$ cat src/design/rnf_pkg.sv
package rnf_pkg;

    localparam int WORD_BITS_DEF = 32;
    localparam int OP_W          = 3;
    localparam int VALUE_W       = 32;
    localparam int CHAR_W        = 8;

    localparam logic [OP_W-1:0] OP_UDEC = 3'd0;
    localparam logic [OP_W-1:0] OP_SDEC = 3'd1;
    localparam logic [OP_W-1:0] OP_OCT  = 3'd2;
    localparam logic [OP_W-1:0] OP_HEX  = 3'd3;
    localparam logic [OP_W-1:0] OP_CHAR = 3'd4;

    localparam logic [CHAR_W-1:0] CHR_ZERO   = 8'h30;
    localparam logic [CHAR_W-1:0] CHR_X      = 8'h78;
    localparam logic [CHAR_W-1:0] CHR_MINUS  = 8'h2D;
    localparam logic [CHAR_W-1:0] CHR_SPACE  = 8'h20;
    localparam logic [CHAR_W-1:0] CHR_HEX_OF = 8'h37;

    typedef enum logic [2:0] {
        CS_ZERO  = 3'd0,
        CS_X     = 3'd1,
        CS_MINUS = 3'd2,
        CS_SPACE = 3'd3,
        CS_DIGIT = 3'd4,
        CS_RAW   = 3'd5
    } char_sel_t;

    typedef struct packed {
        logic      load;
        logic      conv_step;
        logic      ptr_dec;
        logic      emit;
        logic      last;
        char_sel_t ch_sel;
    } dp_cmd_t;

    typedef struct packed {
        logic [OP_W-1:0] op;
        logic            is_zero;
        logic            is_neg;
        logic            conv_last;
        logic            dig_zero;
        logic            ptr_zero;
        logic            emit_ok;
    } dp_sts_t;

    function automatic logic [CHAR_W-1:0] digit_char(input logic [3:0] d);
        logic [CHAR_W-1:0] c;
        if (d < 4'd10)
        begin
            c = CHR_ZERO + {4'b0, d};
        end
        else
        begin
            c = CHR_HEX_OF + {4'b0, d};
        end
        return c;
    endfunction

endpackage

$ cat src/design/rnf_ctrl.sv
module rnf_ctrl
    import rnf_pkg::*;
(
    input  logic    clk,
    input  logic    rst_n,
    input  logic    in_valid,
    output logic    in_ready,
    input  dp_sts_t sts,
    output dp_cmd_t cmd
);

    typedef enum logic [8:0] {
        ST_IDLE  = 9'b000000001,
        ST_DISP  = 9'b000000010,
        ST_XCHR  = 9'b000000100,
        ST_CONV  = 9'b000001000,
        ST_SKIP  = 9'b000010000,
        ST_DIGIT = 9'b000100000,
        ST_SPACE = 9'b001000000,
        ST_TAIL  = 9'b010000000,
        ST_RAW   = 9'b100000000
    } state_t;

    state_t state_reg;
    state_t state_next;

    always_ff @(posedge clk or negedge rst_n)
    begin
        if (!rst_n)
        begin
            state_reg <= ST_IDLE;
        end
        else
        begin
            state_reg <= state_next;
        end
    end

    always_comb
    begin
        cmd        = '0;
        cmd.ch_sel = CS_ZERO;
        in_ready   = 1'b0;
        state_next = state_reg;
        unique case (state_reg)
            ST_IDLE:
            begin
                in_ready = 1'b1;
                if (in_valid)
                begin
                    cmd.load   = 1'b1;
                    state_next = ST_DISP;
                end
            end
            ST_DISP:
            begin
                if (sts.emit_ok)
                begin
                    case (sts.op)
                        OP_UDEC:
                        begin
                            if (sts.is_zero)
                            begin
                                cmd.emit   = 1'b1;
                                state_next = ST_SPACE;
                            end
                            else
                            begin
                                state_next = ST_CONV;
                            end
                        end
                        OP_SDEC:
                        begin
                            if (sts.is_zero)
                            begin
                                cmd.emit   = 1'b1;
                                cmd.last   = 1'b1;
                                state_next = ST_IDLE;
                            end
                            else
                            begin
                                cmd.emit   = sts.is_neg;
                                cmd.ch_sel = CS_MINUS;
                                state_next = ST_CONV;
                            end
                        end
                        OP_OCT:
                        begin
                            cmd.emit   = 1'b1;
                            state_next = sts.is_zero ? ST_TAIL : ST_SKIP;
                        end
                        OP_HEX:
                        begin
                            cmd.emit   = 1'b1;
                            state_next = ST_XCHR;
                        end
                        default:
                        begin
                            state_next = ST_RAW;
                        end
                    endcase
                end
            end
            ST_RAW:
            begin
                // Undefined codes fall in here along with the character code.
                if (sts.emit_ok)
                begin
                    cmd.emit   = 1'b1;
                    cmd.last   = 1'b1;
                    cmd.ch_sel = CS_RAW;
                    state_next = ST_IDLE;
                end
            end
            ST_XCHR:
            begin
                if (sts.emit_ok)
                begin
                    cmd.emit   = 1'b1;
                    cmd.ch_sel = CS_X;
                    state_next = sts.is_zero ? ST_TAIL : ST_SKIP;
                end
            end
            ST_CONV:
            begin
                cmd.conv_step = 1'b1;
                if (sts.conv_last)
                begin
                    state_next = ST_SKIP;
                end
            end
            ST_SKIP:
            begin
                // A nonzero magnitude always has a nonzero top digit somewhere.
                if (sts.dig_zero)
                begin
                    cmd.ptr_dec = 1'b1;
                end
                else
                begin
                    state_next = ST_DIGIT;
                end
            end
            ST_DIGIT:
            begin
                if (sts.emit_ok)
                begin
                    cmd.emit   = 1'b1;
                    cmd.ch_sel = CS_DIGIT;
                    if (sts.ptr_zero)
                    begin
                        state_next = ST_SPACE;
                    end
                    else
                    begin
                        cmd.ptr_dec = 1'b1;
                    end
                end
            end
            ST_SPACE:
            begin
                if (sts.emit_ok)
                begin
                    cmd.emit   = 1'b1;
                    cmd.last   = 1'b1;
                    cmd.ch_sel = CS_SPACE;
                    state_next = ST_IDLE;
                end
            end
            ST_TAIL:
            begin
                if (sts.emit_ok)
                begin
                    cmd.emit   = 1'b1;
                    cmd.last   = 1'b1;
                    state_next = ST_IDLE;
                end
            end
            default:
            begin
                state_next = ST_IDLE;
            end
        endcase
    end

endmodule

$ cat src/design/rnf_datapath.sv
module rnf_datapath
    import rnf_pkg::*;
#(
    parameter int WORD_BITS = WORD_BITS_DEF
)
(
    input  logic                clk,
    input  logic                rst_n,
    input  logic [OP_W-1:0]     op,
    input  logic [VALUE_W-1:0]  value,
    input  dp_cmd_t             cmd,
    output dp_sts_t             sts,
    output logic                out_valid,
    input  logic                out_ready,
    output logic [CHAR_W-1:0]   ch,
    output logic                last
);

    // Octal needs the most digits of the three radices.
    localparam int NDIG  = (WORD_BITS + 2) / 3;
    localparam int PTR_W = $clog2(NDIG);
    localparam int CNT_W = $clog2(WORD_BITS);

    logic [OP_W-1:0]      op_reg;
    logic                 zero_reg;
    logic                 neg_reg;
    logic [WORD_BITS-1:0] mag_reg;
    logic [WORD_BITS-1:0] mag_next;
    logic [CHAR_W-1:0]    raw_reg;
    logic [3:0]           dig_reg [NDIG];
    logic [3:0]           dig_next [NDIG];
    logic [PTR_W-1:0]     ptr_reg;
    logic [CNT_W-1:0]     cnt_reg;
    logic                 out_valid_reg;
    logic [CHAR_W-1:0]    ch_reg;
    logic                 last_reg;

    logic [WORD_BITS-1:0] word;
    logic                 word_neg;
    logic [NDIG*3-1:0]    oct_ext;
    logic [NDIG*4-1:0]    hex_ext;
    logic [NDIG*4-1:0]    bcd_adj;
    logic [NDIG*4-1:0]    bcd_shift;
    logic [CHAR_W-1:0]    ch_next;
    logic                 emit_ok;

    assign word     = WORD_BITS'(value);
    assign word_neg = (op == OP_SDEC) && word[WORD_BITS-1];
    assign oct_ext  = (NDIG*3)'(word);
    assign hex_ext  = (NDIG*4)'(word);

    // One double-dabble step: add three to every digit of five or more, then shift.
    always_comb
    begin
        for (int i = 0; i < NDIG; i++)
        begin
            bcd_adj[i*4 +: 4] = (dig_reg[i] >= 4'd5) ? dig_reg[i] + 4'd3 : dig_reg[i];
        end
        bcd_shift = {bcd_adj[NDIG*4-2:0], mag_reg[WORD_BITS-1]};
    end

    always_comb
    begin
        mag_next = mag_reg;
        for (int i = 0; i < NDIG; i++)
        begin
            dig_next[i] = dig_reg[i];
        end
        if (cmd.load)
        begin
            mag_next = word_neg ? (~word + WORD_BITS'(1)) : word;
            for (int i = 0; i < NDIG; i++)
            begin
                if (op == OP_OCT)
                begin
                    dig_next[i] = {1'b0, oct_ext[i*3 +: 3]};
                end
                else if (op == OP_HEX)
                begin
                    dig_next[i] = hex_ext[i*4 +: 4];
                end
                else
                begin
                    dig_next[i] = 4'd0;
                end
            end
        end
        else if (cmd.conv_step)
        begin
            mag_next = {mag_reg[WORD_BITS-2:0], 1'b0};
            for (int i = 0; i < NDIG; i++)
            begin
                dig_next[i] = bcd_shift[i*4 +: 4];
            end
        end
    end

    always_ff @(posedge clk)
    begin
        mag_reg <= mag_next;
        for (int i = 0; i < NDIG; i++)
        begin
            dig_reg[i] <= dig_next[i];
        end
        if (cmd.load)
        begin
            op_reg   <= op;
            zero_reg <= (word == '0);
            neg_reg  <= word_neg;
            raw_reg  <= value[CHAR_W-1:0];
        end
        if (cmd.emit)
        begin
            ch_reg   <= ch_next;
            last_reg <= cmd.last;
        end
    end

    always_ff @(posedge clk or negedge rst_n)
    begin
        if (!rst_n)
        begin
            ptr_reg       <= '0;
            cnt_reg       <= '0;
            out_valid_reg <= 1'b0;
        end
        else
        begin
            if (cmd.load)
            begin
                ptr_reg <= PTR_W'(NDIG - 1);
                cnt_reg <= '0;
            end
            else
            begin
                if (cmd.ptr_dec)
                begin
                    ptr_reg <= ptr_reg - PTR_W'(1);
                end
                if (cmd.conv_step)
                begin
                    cnt_reg <= cnt_reg + CNT_W'(1);
                end
            end
            if (cmd.emit)
            begin
                out_valid_reg <= 1'b1;
            end
            else if (out_ready)
            begin
                out_valid_reg <= 1'b0;
            end
        end
    end

    always_comb
    begin
        unique case (cmd.ch_sel)
            CS_ZERO:  ch_next = CHR_ZERO;
            CS_X:     ch_next = CHR_X;
            CS_MINUS: ch_next = CHR_MINUS;
            CS_SPACE: ch_next = CHR_SPACE;
            CS_DIGIT: ch_next = digit_char(dig_reg[ptr_reg]);
            CS_RAW:   ch_next = raw_reg;
            default:  ch_next = CHR_SPACE;
        endcase
    end

    assign emit_ok = !out_valid_reg || out_ready;

    assign sts.op        = op_reg;
    assign sts.is_zero   = zero_reg;
    assign sts.is_neg    = neg_reg;
    assign sts.conv_last = (cnt_reg == CNT_W'(WORD_BITS - 1));
    assign sts.dig_zero  = (dig_reg[ptr_reg] == 4'd0);
    assign sts.ptr_zero  = (ptr_reg == '0);
    assign sts.emit_ok   = emit_ok;

    assign out_valid = out_valid_reg;
    assign ch        = ch_reg;
    assign last      = last_reg;

    a_no_overwrite: assert property (@(posedge clk) disable iff (!rst_n)
        cmd.emit && out_valid_reg |-> out_ready)
        else $error("character register overwritten while still held");

    a_ptr_floor: assert property (@(posedge clk) disable iff (!rst_n)
        cmd.ptr_dec |-> ptr_reg != '0)
        else $error("digit pointer stepped below the lowest digit");

    a_digit_not_last: assert property (@(posedge clk) disable iff (!rst_n)
        cmd.emit && cmd.ch_sel == CS_DIGIT |-> !cmd.last)
        else $error("a digit was marked as the final character");

    a_conv_decimal: assert property (@(posedge clk) disable iff (!rst_n)
        cmd.conv_step |-> (op_reg == OP_UDEC || op_reg == OP_SDEC))
        else $error("decimal conversion ran for a non-decimal code");

endmodule

$ cat src/design/radix_number_formatter_core.sv
// One character per beat leaves the output register; a new item is taken once its last one is loaded.
// Raw character: acceptance, then the dispatch state, then the raw state loads the character.
// Nonzero octal and hex: acceptance, the prefix characters, then a walk down the digit
// positions that skips leading zeros, finds the top digit, emits each digit, then the space.
// Decimal first runs a double-dabble pass over the magnitude, then the same digit walk.
// Reset clears the controller and the output valid flag; the block accepts immediately after.
module radix_number_formatter_core
    import rnf_pkg::*;
#(
    parameter int WORD_BITS = WORD_BITS_DEF
)
(
    input  logic               clk,
    input  logic               rst_n,
    input  logic               in_valid,
    output logic               in_ready,
    input  logic [OP_W-1:0]    op,
    input  logic [VALUE_W-1:0] value,
    output logic               out_valid,
    input  logic               out_ready,
    output logic [CHAR_W-1:0]  ch,
    output logic               last
);

    dp_cmd_t cmd;
    dp_sts_t sts;

    rnf_ctrl u_ctrl (
        .clk      (clk),
        .rst_n    (rst_n),
        .in_valid (in_valid),
        .in_ready (in_ready),
        .sts      (sts),
        .cmd      (cmd)
    );

    rnf_datapath #(
        .WORD_BITS (WORD_BITS)
    ) u_datapath (
        .clk       (clk),
        .rst_n     (rst_n),
        .op        (op),
        .value     (value),
        .cmd       (cmd),
        .sts       (sts),
        .out_valid (out_valid),
        .out_ready (out_ready),
        .ch        (ch),
        .last      (last)
    );

endmodule

$ cat config.mk
export PLATFORM = sky130hd
export DESIGN_NAME = radix_number_formatter_core
export DESIGN_NICKNAME = d
export VERILOG_FILES = /design/src/design/rnf_pkg.sv /design/src/design/rnf_ctrl.sv /design/src/design/rnf_datapath.sv /design/src/design/radix_number_formatter_core.sv
export SDC_FILE = /design/constraint.sdc
export NUM_CORES = 1
export LEC_CHECK = 0
export BUFFER_PORTS_ARGS = -buffer_cell sky130_fd_sc_hd__buf_2
export CAP_MARGIN = 0
export CORE_MARGIN = 2
export CORE_UTILIZATION = 55
export DETAILED_ROUTE_END_ITERATION = 10
export PLACE_DENSITY = 0.84
export REMOVE_ABC_BUFFERS = 1
export SLEW_MARGIN = 0
export SYNTH_ARGS = -nofsm -noshare
export SYNTH_HDL_FRONTEND = slang
export SYNTH_SLANG_ARGS = --single-unit
$ cat constraint.sdc
create_clock -name clk -period 4.57 [get_ports clk]
set_input_delay 0.457 -clock clk [delete_from_list [all_inputs] [get_ports clk]]
set_output_delay 0.457 -clock clk [all_outputs]
set_load 0.05 [all_outputs]
**Word-level counts from Yosys, hierarchy flattened**

Memories as Yosys holds them, arrays and structs flattened.
Index checks and enable logic that the tools add are counted.

- Flip-flop bits (word level): 73
- RAM bits: 44
- Bits of input ports: 39
- Output and inout port bits: 11
- Word-level logic and storage cells: 162
- Memories: 1

- Add/sub/neg operators: 16
- Magnitude comparators: 12
- Equal/unequal tests: 28
- Multiplexer cells: 79
- Bitwise operators: 1
- Reductions and logical operators: 14

Memories:

| memory | words | width | rd ports | clocked after memory_dff | write ports | RTL line | source |
|---|---|---|---|---|---|---|---|
| u_datapath.dig_reg | 11 | 4 | 12 | 0 | 11 | rnf_datapath.sv:30 | `logic [3:0] dig_reg [NDIG];` |

Operators by type and width:

| kind | number |
|---|---|
| $mux 4 | 30 |
| $mux 32 | 3 |
| $mux 44 | 2 |
| $mux 9 | 8 |
| $pmux 9 s7 | 1 |
| $ge 4x3->1 const B | 11 |
| $add 4x2->4 const B | 10 |
| $pmux 8 s5 | 1 |
| $pmux 9 s4 | 1 |
| $add 32x1->32 const B | 1 |
| $logic_not 32->1 | 1 |
| $not 32->32 | 1 |
| $mux 5 | 5 |
| $eq 3x2->1 const B | 5 |
| $pmux 3 s5 | 1 |
| $add 6x4->7 const A | 2 |
| $mux 7 | 2 |
| $mux 1 | 12 |
| $mux 3 | 4 |
| $eq 3x1->1 const B | 3 |
| $eq 9x1->1 const B | 1 |
| $eq 9x2->1 const B | 1 |
| $eq 9x3->1 const B | 1 |
| $eq 9x4->1 const B | 1 |
| 28 further kinds | 42 |

**Depth between registers and ports, before layout**

Gate-level depths: netlist (run 1).

- Depth after elaboration: 7
- Gate-level depth with buffers: 11

**Hierarchy**

A second synthesis (run 1) with hierarchy kept.

- Cell total of the unflattened synthesis: 754
- Area total of the unflattened synthesis: 7,492.2 µm²

By module, submodules not included:

| module | times used | cells an instance | area each (µm²) | sequential area each (µm²) |
|---|---|---|---|---|
| rnf_datapath | 1 | 651 | 6,623.9 | 3,153.0 |
| rnf_ctrl | 1 | 103 | 868.3 | 226.5 |

**Worst setup path before layout (run 1)**

No wires, ideal clock.

- Path type: register to register
- Start point: reg, netlist name u_ctrl.state_reg[6]
- End point: mem u_datapath.dig_reg[0][0], enable pin
- Arrival: 3,625 ps
- Data required time: 4,138 ps
- Setup slack: 513 ps
- Stages on the path, launching flop included: 8
- Buffers on the path: 3
- Clock period less this slack: 4,057 ps
- Path through: dfrtp_1 > buf_2 > nor3_2 > and4_1 > clkbuf_1 > nand2_1 > clkbuf_1 > nand2_1

RTL lines:

| what | RTL line |
|---|---|
| end, declared | rnf_datapath.sv:30 |

**Final worst setup path (run 1)**

- Start point: reg u_datapath.ptr_reg[0]
- End point: reg u_datapath.ptr_reg[2]

- Longest elaborated chain between the ends: 5

Ends and longest elaborated chain:

| what | RTL line | source |
|---|---|---|
| start, declared | rnf_datapath.sv:32 | `logic [PTR_W-1:0] ptr_reg;` |
| start signal, assigned | rnf_datapath.sv:131 | `ptr_reg <= PTR_W'(NDIG - 1);` |
| start signal, assigned | rnf_datapath.sv:138 | `ptr_reg <= ptr_reg - PTR_W'(1);` |
| $mem_v2 11x4 / $logic_not 4->1 (equally long branches) | n/a |  |
| $logic_not 4->1 / $mux 1 (equally long branches) | rnf_datapath.sv:175, rnf_ctrl.sv:150 |  |
| $mux 1 / $mux 2 (equally long branches) | rnf_ctrl.sv:135, rnf_ctrl.sv:146 |  |
| $pmux 1 s2 | rnf_ctrl.sv:45 | `unique case (state_reg)` |
| $reduce_bool 2->1 (no source line) | n/a |  |

Parallel ways exist; a longest one is shown, timed or not. The select of a mux whose other input is x is not followed.
A chain may end at the register's enable or synchronous reset.

==> results of run 1 <==
cell families after synthesis:
kind of cell               synth area share, %
AOI/OAI and AO/OA                         16.5
and+or+nand+nor                           17.6
DFF                                       44.9
muxes                                     6.77
xor gates and xnor gates                  5.35
adders and majority gates                 4.65
buffers and inverters                     4.26
synth_stat cells, types with 6 or more instances:
cell type	n
mux2i_1	31
nor3_1	13
a21oi_1	61
mux2_2	6
xnor2_1	34
edfxtp_1	94
dfrtp_1	18
inv_1	39
nor2b_1	6
or3_1	9
nand2_1	75
ha_1	28
xor2_1	12
clkbuf_1	27
buf_2	7
a31oi_1	7
nand3_1	16
nor2_1	48
nand2b_1	15
o22ai_1	27
o21ai_0	72
nor3b_1	21
path summary, 6_finish.rpt:
kind                                                              from  cells after the start  slack [ps]                                      to
worst max-delay path                 u_datapath.ptr_reg[0]$_DFFE_PN0P_                      7        1440       u_datapath.ptr_reg[2]$_DFFE_PN0P_
worst min-delay path                                             op[1]                      1         260          u_datapath.op_reg[1]$_DFFE_PP_
worst max register to register       u_datapath.ptr_reg[0]$_DFFE_PN0P_                      7        1440       u_datapath.ptr_reg[2]$_DFFE_PN0P_
worst min register to register  u_datapath.dig_reg[10][3]$_SDFFE_PP0P_                      2         500  u_datapath.dig_reg[10][3]$_SDFFE_PP0P_
max in group asynchronous                                        rst_n                      2        3700         u_ctrl.state_reg[0]$_DFFE_PN1P_
min in group asynchronous                                        rst_n                      2         520        u_datapath.out_valid$_DFFE_PN0P_
timing repair:
item / 4_1_cts / 5_1_grt
endpoints found under the hold margin: 18 / 0
setup endpoints to repair: 0 / 0
hold buffers: 1 / 0
gates resized for setup: 0 / 0
through the flow:
step / power [W] / utilization, % / hold WS [ps]
after global routing: 0.00465 / 63.2 / 257
after global placement: 0.00315 / 59.3 / 428
after floorplan: 0.00280 / - / 161
after detailed placement: 0.00320 / 59.3 / 436
final: 0.00440 / 63.2 / 260
after CTS: 0.00439 / 63.2 / 247
metal layers:
layer	wire, um	global-route usage [%]	vias up
met2	8580	41.4	283
met5	0	0	-
li1	-	-	2912
met1	7690	32.9	2882
met4	381	11.0	0
met3	1280	6.16	39
area by class of cell:
type | instances | area, um^2
clock inverter | 6 | 53.8
inverter | 40 | 150
timing repair buffer | 56 | 313
sequential | 117 | 3380
clock buffer | 26 | 459
tap | 176 | 220
fill | 1062 | 4890
multi-input combinational | 572 | 3830
power by group through the flow:
stage	clock [W]	combinational [W]	sequential (W)
final	0.00118	0.00143	0.00179
after global routing	0.00123	0.00159	0.00182
after CTS	0.00119	0.00142	0.00178
after detailed placement	0	0.00141	0.00180
after global placement	0	0.00137	0.00179
after floorplan	0	0.00100	0.00180
worst max-delay path, stage by stage (launching register included):
cell	delay (ps)
dfrtp_1	910
mux2_2	420
a32o_1	270
a211oi_2	420
ha_1	300
a41oi_2	210
or3_1	370
a21oi_1	140
==> run summary, run 1 <==
outcome -> finished, final reports clean
dpl cells -> 960
placed inst area -> 7890 um^2
PD cells -> 524 nW/um^2
Die H -> 121 um
Non-Filler Instances -> 993
vias per cell -> 6.16
switch share -> 36.0%
maxcap violations -> 0
top-area cell type share of the netlist area -> 37.5%
RSZ-0062 raised after global routing -> no
GRT Util Overall -> 25.6%
Setup crit start kind -> flip-flop
min cycle time layout -> 3130 ps
# rows -> 42
Post-Syn Instances -> 766
setup bufs post-CTS -> 0
DRT antenna net count -> 0
Clk pin slew, worst setup/hold paths -> 50 ps
Detailed Route Iter0 Violations -> 605
Netlist cell types -> 73
worst path required time -> 4900 ps
vias post-DR -> 6116
first-pass GRT wire length -> 29.3 mm
Psw -> 0.00158 W
Max Root-Sink Buffers -> 2
area leader, netlist -> edfxtp_1
Worst Path Arrival -> 3460 ps
Post-synth EDFFs -> 94
die area -> 14600 um^2
Slew HR -> 41.3%
Yosys warnings -> 0
Syn Std Cell Area -> 7530 um^2
maximum vdd drop -> 323 uV
total clock sinks -> 117
Max Clk Rate -> 319 MHz
placer's final routability congestion estimate -> 0.904
largest net degree at the start of global routing -> 52
period utilization -> 68.6%
Core Box Area -> 13300 um^2
TNS Setup -> 0 ps
DRT Wirelength -> 17.9 mm
CTS H-tree lvls -> 4
Reg power frac -> 40.7%
synthesized area per cell -> 9.83 um^2
Combinational Power Share -> 32.6%
drt first pass iters -> 7
internal power -> 0.00282 W
antenna cells -> 0
layout cell share with drive strength beyond 1 -> 13.5%
nets -> 871
top cells by area, synth -> edfxtp_1 (38%), dfrtp_1 (6.0%), o21ai_0 (4.8%)
sequential fraction of the synthesis area -> 44.9%
Final Instance Area -> 8410 um^2
Synth Flop Type -> edfxtp_1
Setup-failing EPs final -> 0
Remaining DRCs -> 0
Setup crit end kind -> flip-flop
die span in x -> 121 um
WL per Instance -> 18.1 um
CP max FO -> 20
hpwl dp -> 12.2 mm
max-slew violation count -> 0
Synth async-reset ratio -> 16.2%
TritonCTS clock tree -> yes
register bit count reported by yosys -> 117
Clock power frac -> 26.8%
dpl ws -> 1520 ps
most frequent standard cell in the layout excluding fill and tap cells -> edfxtp_1
critical path type -> reg2reg
PortBufs -> 49
static leakage -> 3.21 nW
Worst Hold Class -> in2reg
Setup Skew -> 13.5 ps
CTS buffer count -> 17
worst skew pair latency -> 420 ps
initial antenna violation count -> 0
vias in the first global route -> 5924
IO Pins -> 50
Tightest Pin Transition -> 880 ps
Root Buffer -> clkbuf_16
Starting Density -> 56.6%
slack of the critical path -> 1440 ps
final hold violation count -> 0
GRT overflow -> 0
Layout area overhead -> 11.7%
number of flip-flops in the largest register -> 44
most frequent cells in the layout -> edfxtp_1 (94), nand2_1 (73), o21ai_0 (72), a21oi_1 (61), buf_2 (49)
No activity file was read; power rests on OpenSTA's default activity.
==> inputs of run 2 (changes only) <==
PLACE_DENSITY = 0.87   (was 0.84)
clock period = 2.87 ns   (was 4.57 ns; I/O delays follow)
==> run summary, run 2 (same netlist as run 1, synthesis figures left out) <==
number of flip-flops in the largest register -> 44 (unchanged)
vias per cell -> 6.25 (+1.5%)
min cycle time layout -> 2600 ps (-530 ps)
Setup-failing EPs final -> 0 (unchanged)
drt first pass iters -> 5 (-2)
Worst Hold Class -> in2reg
placed inst area -> 8020 um^2 (+1.7%)
Clock power frac -> 26.7% (about the same)
Core Box Area -> 13300 um^2 (unchanged)
Remaining DRCs -> 0 (unchanged)
CP max FO -> 14 (-30%)
vias in the first global route -> 6231 (+5.2%)
CTS H-tree lvls -> 4 (unchanged)
Final Power -> 0.00718 W (+63%)
WL per Instance -> 18.3 um (+1.5%)
period utilization -> 90.7% (+22 points)
most frequent cells in the layout -> edfxtp_1 (94), nand2_1 (73), o21ai_0 (72), a21oi_1 (61), buf_2 (49)
TNS Setup -> 0 ps (unchanged)
Die H -> 121 um (unchanged)
Setup Skew -> 8.07 ps (-5.47 ps)
Slew HR -> 53.5% (+12 points)
Non-Filler Instances -> 1008 (+1.5%)
IO Pins -> 50 (unchanged)
Combinational Power Share -> 34.1% (+1.5 points)
first-pass GRT wire length -> 30.2 mm (+3.2%)
Setup crit start kind -> flip-flop
maximum vdd drop -> 572 uV (+77%)
most frequent standard cell in the layout excluding fill and tap cells -> edfxtp_1
antenna cells -> 0 (unchanged)
Tightest Pin Transition -> 693 ps (-187 ps)
setup bufs post-CTS -> 0 (unchanged)
hpwl dp -> 12.6 mm (+3.3%)
PD cells -> 839 nW/um^2 (+60%)
DRT antenna net count -> 0 (unchanged)
Clk pin slew, worst setup/hold paths -> 60 ps (about the same)
final hold violation count -> 0 (unchanged)
Max Clk Rate -> 384 MHz (+20%)
placer's final routability congestion estimate -> 0.934 (+3.3%)
dpl cells -> 976 (+1.7%)
Worst Path Arrival -> 2780 ps (-680 ps)
Setup crit end kind -> flip-flop
Max Root-Sink Buffers -> 2 (unchanged)
DRT Wirelength -> 18.5 mm (+3.1%)
HP Start -> op[1]
# rows -> 42 (unchanged)
max-slew violation count -> 0 (unchanged)
Root Buffer -> clkbuf_16
static leakage -> 3.30 nW (+2.6%)
GRT overflow -> 0 (unchanged)
maxcap violations -> 0 (unchanged)
GRT Util Overall -> 26.4% (+0.75 points)
Starting Density -> 56.6% (unchanged)
CTS buffer count -> 17 (unchanged)
Psw -> 0.00262 W (+65%)
PortBufs -> 49 (unchanged)
TritonCTS clock tree -> yes
hold_ws -> 66.0 ps (-194 ps)
critical path type -> reg2reg
vias post-DR -> 6300 (+3.0%)
Detailed Route Iter0 Violations -> 744 (+23%)
worst path required time -> 3040 ps (-1860 ps)
worst setup path startpoint -> u_datapath.ptr_reg[0]$_DFFE_PN0P_
largest net degree at the start of global routing -> 51 (-1.9%)
Layout area overhead -> 13.7%
Final Instance Area -> 8560 um^2 (+1.8%)
switch share -> 36.4% (+0.48 points)
initial antenna violation count -> 0 (unchanged)
die area -> 14600 um^2 (unchanged)
RR Startpoint -> u_datapath.ptr_reg[0]$_DFFE_PN0P_
outcome -> finished, final reports clean
Reg power frac -> 39.2% (-1.5 points)
nets -> 887 (+1.8%)
worst skew pair latency -> 430 ps (about the same)
layout cell share with drive strength beyond 1 -> 16.0% (+2.5 points)
RSZ-0062 raised after global routing -> no
total clock sinks -> 117 (unchanged)
die span in x -> 121 um (unchanged)
internal power -> 0.00457 W (+62%)
[run 2: changes by cell type in the layout (fill, tap and decap cells not counted), moves of 2 or more]
cell | previous run | this run
buf_4 | 5 | 20
clkbuf_1 | 9 | 2
clkinv_2 | 4 | 6
clkinvlp_4 | 0 | 3
[run 2: final timing paths]
check	to	slack, ps	depth (start not counted)
setup / recovery	u_datapath.ch[0]$_DFFE_PP_	270	7
hold / removal	u_datapath.op_reg[1]$_DFFE_PP_	70	1
setup reg to reg	u_datapath.ch[0]$_DFFE_PP_	270	7
hold reg to reg	u_datapath.cnt_reg[4]$_DFFE_PN0P_	490	2
max in group asynchronous	u_ctrl.state_reg[0]$_DFFE_PN1P_	2170	2
min in group asynchronous	u_datapath.ptr_reg[3]$_DFFE_PN0P_	350	2
[run 2: critical path, cell delays in order (launching register included)]
cell,delay [ps]
dfrtp_2,570
buf_4,240
mux2_2,340
o211ai_1,190
and4b_1,350
a21oi_1,110
and4_1,210
or3_1,330
[run 2: timing repair]
| item | CTS | global route |
|---|---|---|
| gates resized for setup | 1 | 1 |
| endpoints found under the setup margin | 1 | 1 |
| endpoints found under the hold margin | 18 | 0 |
| hold buffers | 1 | 0 |
[run 2: power by group through the flow]
stage               combinational [W]  sequential [W]  clock, W
finish                        0.00245         0.00282   0.00192
global route                  0.00271         0.00286   0.00201
CTS                           0.00242         0.00281   0.00194
detailed placement            0.00239         0.00283         0
global placement              0.00231         0.00281         0
floorplan                     0.00159         0.00286         0
[run 2: through the flow]
| step | utilization, % | setup WS (ps) |
|---|---|---|
| 2_1_floorplan | - | -1850 |
| 5_1_grt | 64.4 | 124 |
| 3_5_place_dp | 60.3 | 68.3 |
| 4_1_cts | 64.3 | 156 |
| 3_3_place_gp | 60.3 | 197 |
| 6_report | 64.4 | 267 |
[run 2: routing by layer]
layer / track usage [%] / up-vias / share of wire [%] / routed length, um
met1: 33.4 / 3017 / 42 / 7730
li1: - / 2928 / - / -
met4: 12.4 / 0 / 3.4 / 626
met5: 0 / - / 0 / 0
met2: 43.0 / 297 / 48 / 8910
met3: 5.73 / 58 / 6.6 / 1220
[run 2: final cells by class]
| class | count | area [um^2] |
|---|---|---|
| fill | 1035 | 4740 |
| multi-input combinational | 572 | 3840 |
| sequential | 117 | 3380 |
| timing repair buffer | 72 | 445 |
| clock buffer | 19 | 433 |
| tap | 176 | 220 |
| inverter | 40 | 150 |
| clock inverter | 12 | 90.1 |
==> inputs of run 3 (changes only) <==
==> constraint.sdc (replaced) <==
create_clock -name clk -period 2.87 [get_ports clk]
set_input_delay 0.1435 -clock clk [delete_from_list [all_inputs] [get_ports clk]]
set_output_delay 0.1435 -clock clk [all_outputs]
set_load 0.05 [all_outputs]
==> run summary, run 3 (same netlist as run 1, synthesis figures left out) <==
most frequent standard cell in the layout excluding fill and tap cells -> edfxtp_1
Layout area overhead -> 15.2%
Detailed Route Iter0 Violations -> 676 (-9.1%)
placer's final routability congestion estimate -> 0.883 (-5.5%)
nets -> 895 (+0.90%)
# rows -> 42 (unchanged)
hpwl dp -> 12.6 mm (+0.47%)
vias per cell -> 6.23 (-0.35%)
WL per Instance -> 18.7 um (+1.8%)
vias post-DR -> 6328 (+0.44%)
min cycle time layout -> 2610 ps (+2.53 ps)
initial antenna violation count -> 0 (unchanged)
Starting Density -> 56.6% (unchanged)
PD cells -> 848 nW/um^2 (+1.0%)
largest net degree at the start of global routing -> 60 (+18%)
TNS Setup -> 0 ps (unchanged)
Worst Hold Class -> in2reg
Tightest Pin Transition -> 680 ps (-12.7 ps)
metal1 wirelength -> 7.66 mm (-0.85%)
max-slew violation count -> 0 (unchanged)
TritonCTS clock tree -> yes
WL met3 -> 1.47 mm (+21%)
RSZ-0062 raised after global routing -> no
PortBufs -> 49 (unchanged)
Setup Skew -> 8.20 ps (+0.129 ps)
Core Box Area -> 13300 um^2 (unchanged)
drt first pass iters -> 5 (unchanged)
GRT overflow -> 0 (unchanged)
Setup-failing EPs final -> 0 (unchanged)
IO Pins -> 50 (unchanged)
number of flip-flops in the largest register -> 44 (unchanged)
Setup crit end kind -> flip-flop
CP max FO -> 9 (-5)
dpl cells -> 976 (unchanged)
final hold violation count -> 0 (unchanged)
DRT antenna net count -> 0 (unchanged)
Non-Filler Instances -> 1016 (+0.79%)
HP Start -> value[6]
worst skew pair latency -> 430 ps (about the same)
FILL cells -> 1024 (-1.1%)
Top Layer Used -> met4
maximum vdd drop -> 508 uV (-11%)
Max Root-Sink Buffers -> 2 (unchanged)
Worst Path Arrival -> 2760 ps (-20 ps)
Max Clk Rate -> 384 MHz (about the same)
Slew HR -> 54.4% (+0.89 points)
worst path required time -> 3030 ps (about the same)
Remaining DRCs -> 0 (unchanged)
DRT Wirelength -> 19.0 mm (+2.6%)
Root Buffer -> clkbuf_16
Die H -> 121 um (unchanged)
first-pass GRT wire length -> 31.1 mm (+3.0%)
layout cell share with drive strength beyond 1 -> 15.6% (-0.39 points)
CTS buffer count -> 17 (unchanged)
outcome -> finished, final reports clean
metal2 WL -> 9.15 mm (+2.7%)
worst setup path startpoint -> value[2]
reg-to-reg slack, setup -> 280 ps (about the same)
GRT Util Overall -> 27.4% (+1.0 points)
die span in x -> 121 um (unchanged)
antenna cells -> 0 (unchanged)
CTS H-tree lvls -> 4 (unchanged)
total clock sinks -> 117 (unchanged)
maxcap violations -> 0 (unchanged)
Clk pin slew, worst setup/hold paths -> 60 ps (about the same)
vias in the first global route -> 6211 (-0.32%)
RR Startpoint -> u_datapath.dig_reg[3][0]$_DFFE_PP_
most frequent cells in the layout -> edfxtp_1 (94), nand2_1 (73), o21ai_0 (72), a21oi_1 (61), buf_2 (49)
critical path type -> in2reg
Setup crit start kind -> primary input
die area -> 14600 um^2 (unchanged)
setup bufs post-CTS -> 0 (unchanged)
period utilization -> 90.8% (about the same)
static leakage -> 3.35 nW (+1.5%)
==> run 3: cell count changes in the layout (fill, tap and decap cells not counted), sizes merged <==
cell	change
clkbuf	+1
dlygate4sd3	+8
clkinv	-3
bufinv	+2
==> run 3: report_power, final <==
part	switching [W]	internal, W
Sequential	0.000353	0.00248
Clock	0.000753	0.00134
Combinational	0.00151	0.000910
==> run 3: worst max-delay path, cell delays in order <==
cell           delay (ps)
dlygate4sd3_1         540
buf_2                 170
or4_1                 630
nor3_1                330
and2_1                460
a31oi_1               190
xnor2_1               190
o21ai_0               110
==> run 3: final timing paths <==
kind | endpoint | cells after the start
setup / recovery | u_datapath.mag_reg[24]$_DFFE_PP_ | 8
hold / removal | u_datapath.raw_reg[6]$_DFFE_PP_ | 1
setup reg to reg | u_ctrl.state_reg[1]$_DFFE_PN0P_ | 6
hold reg to reg | u_datapath.dig_reg[10][3]$_SDFFE_PP0P_ | 2
max in group asynchronous | u_ctrl.state_reg[0]$_DFFE_PN1P_ | 2
min in group asynchronous | u_ctrl.state_reg[7]$_DFFE_PN0P_ | 2
==> run 3: stage by stage <==
step | setup WS (ps) | utilization (%) | hold WS [ps] | power, W | cell area [um^2]
after detailed placement | 137 | 60.2 | 122 | 0.00519 | 8010
final | 265 | 65.2 | 29.9 | 0.00735 | 8670
after global routing | 40.1 | 65.2 | 22.7 | 0.00775 | 8670
after global placement | 182 | 60.2 | 117 | 0.00511 | 8010
after CTS | 117 | 65.2 | 18.0 | 0.00734 | 8670
after floorplan | -1850 | - | -152 | 0.00446 | 7360
==> run 3: layout make-up <==
class	count	area (um^2)	area share, %
Inverter	40	150	1.73
Clock inverter	11	135	1.56
Multi-Input combinational cell	572	3830	44.2
Sequential cell	117	3380	39.0
Tap cell	176	220	2.54
Timing Repair Buffer	80	513	5.92
Clock buffer	20	437	5.04
==> run 3: repair_timing <==
action                                  4_1_cts  5_1_grt
hold buffers                                  9        0
endpoints found under the setup margin        0       12
resized for setup                             0        1
hold endpoints to repair                     26        0
==> run 3: per-layer routing <==
| metal | GRT usage (%) | up-vias |
|---|---|---|
| met5 | 0 | - |
| met4 | 13.4 | 0 |
| met3 | 7.24 | 53 |
| met2 | 43.9 | 278 |
| met1 | 34.3 | 3049 |
| li1 | - | 2948 |
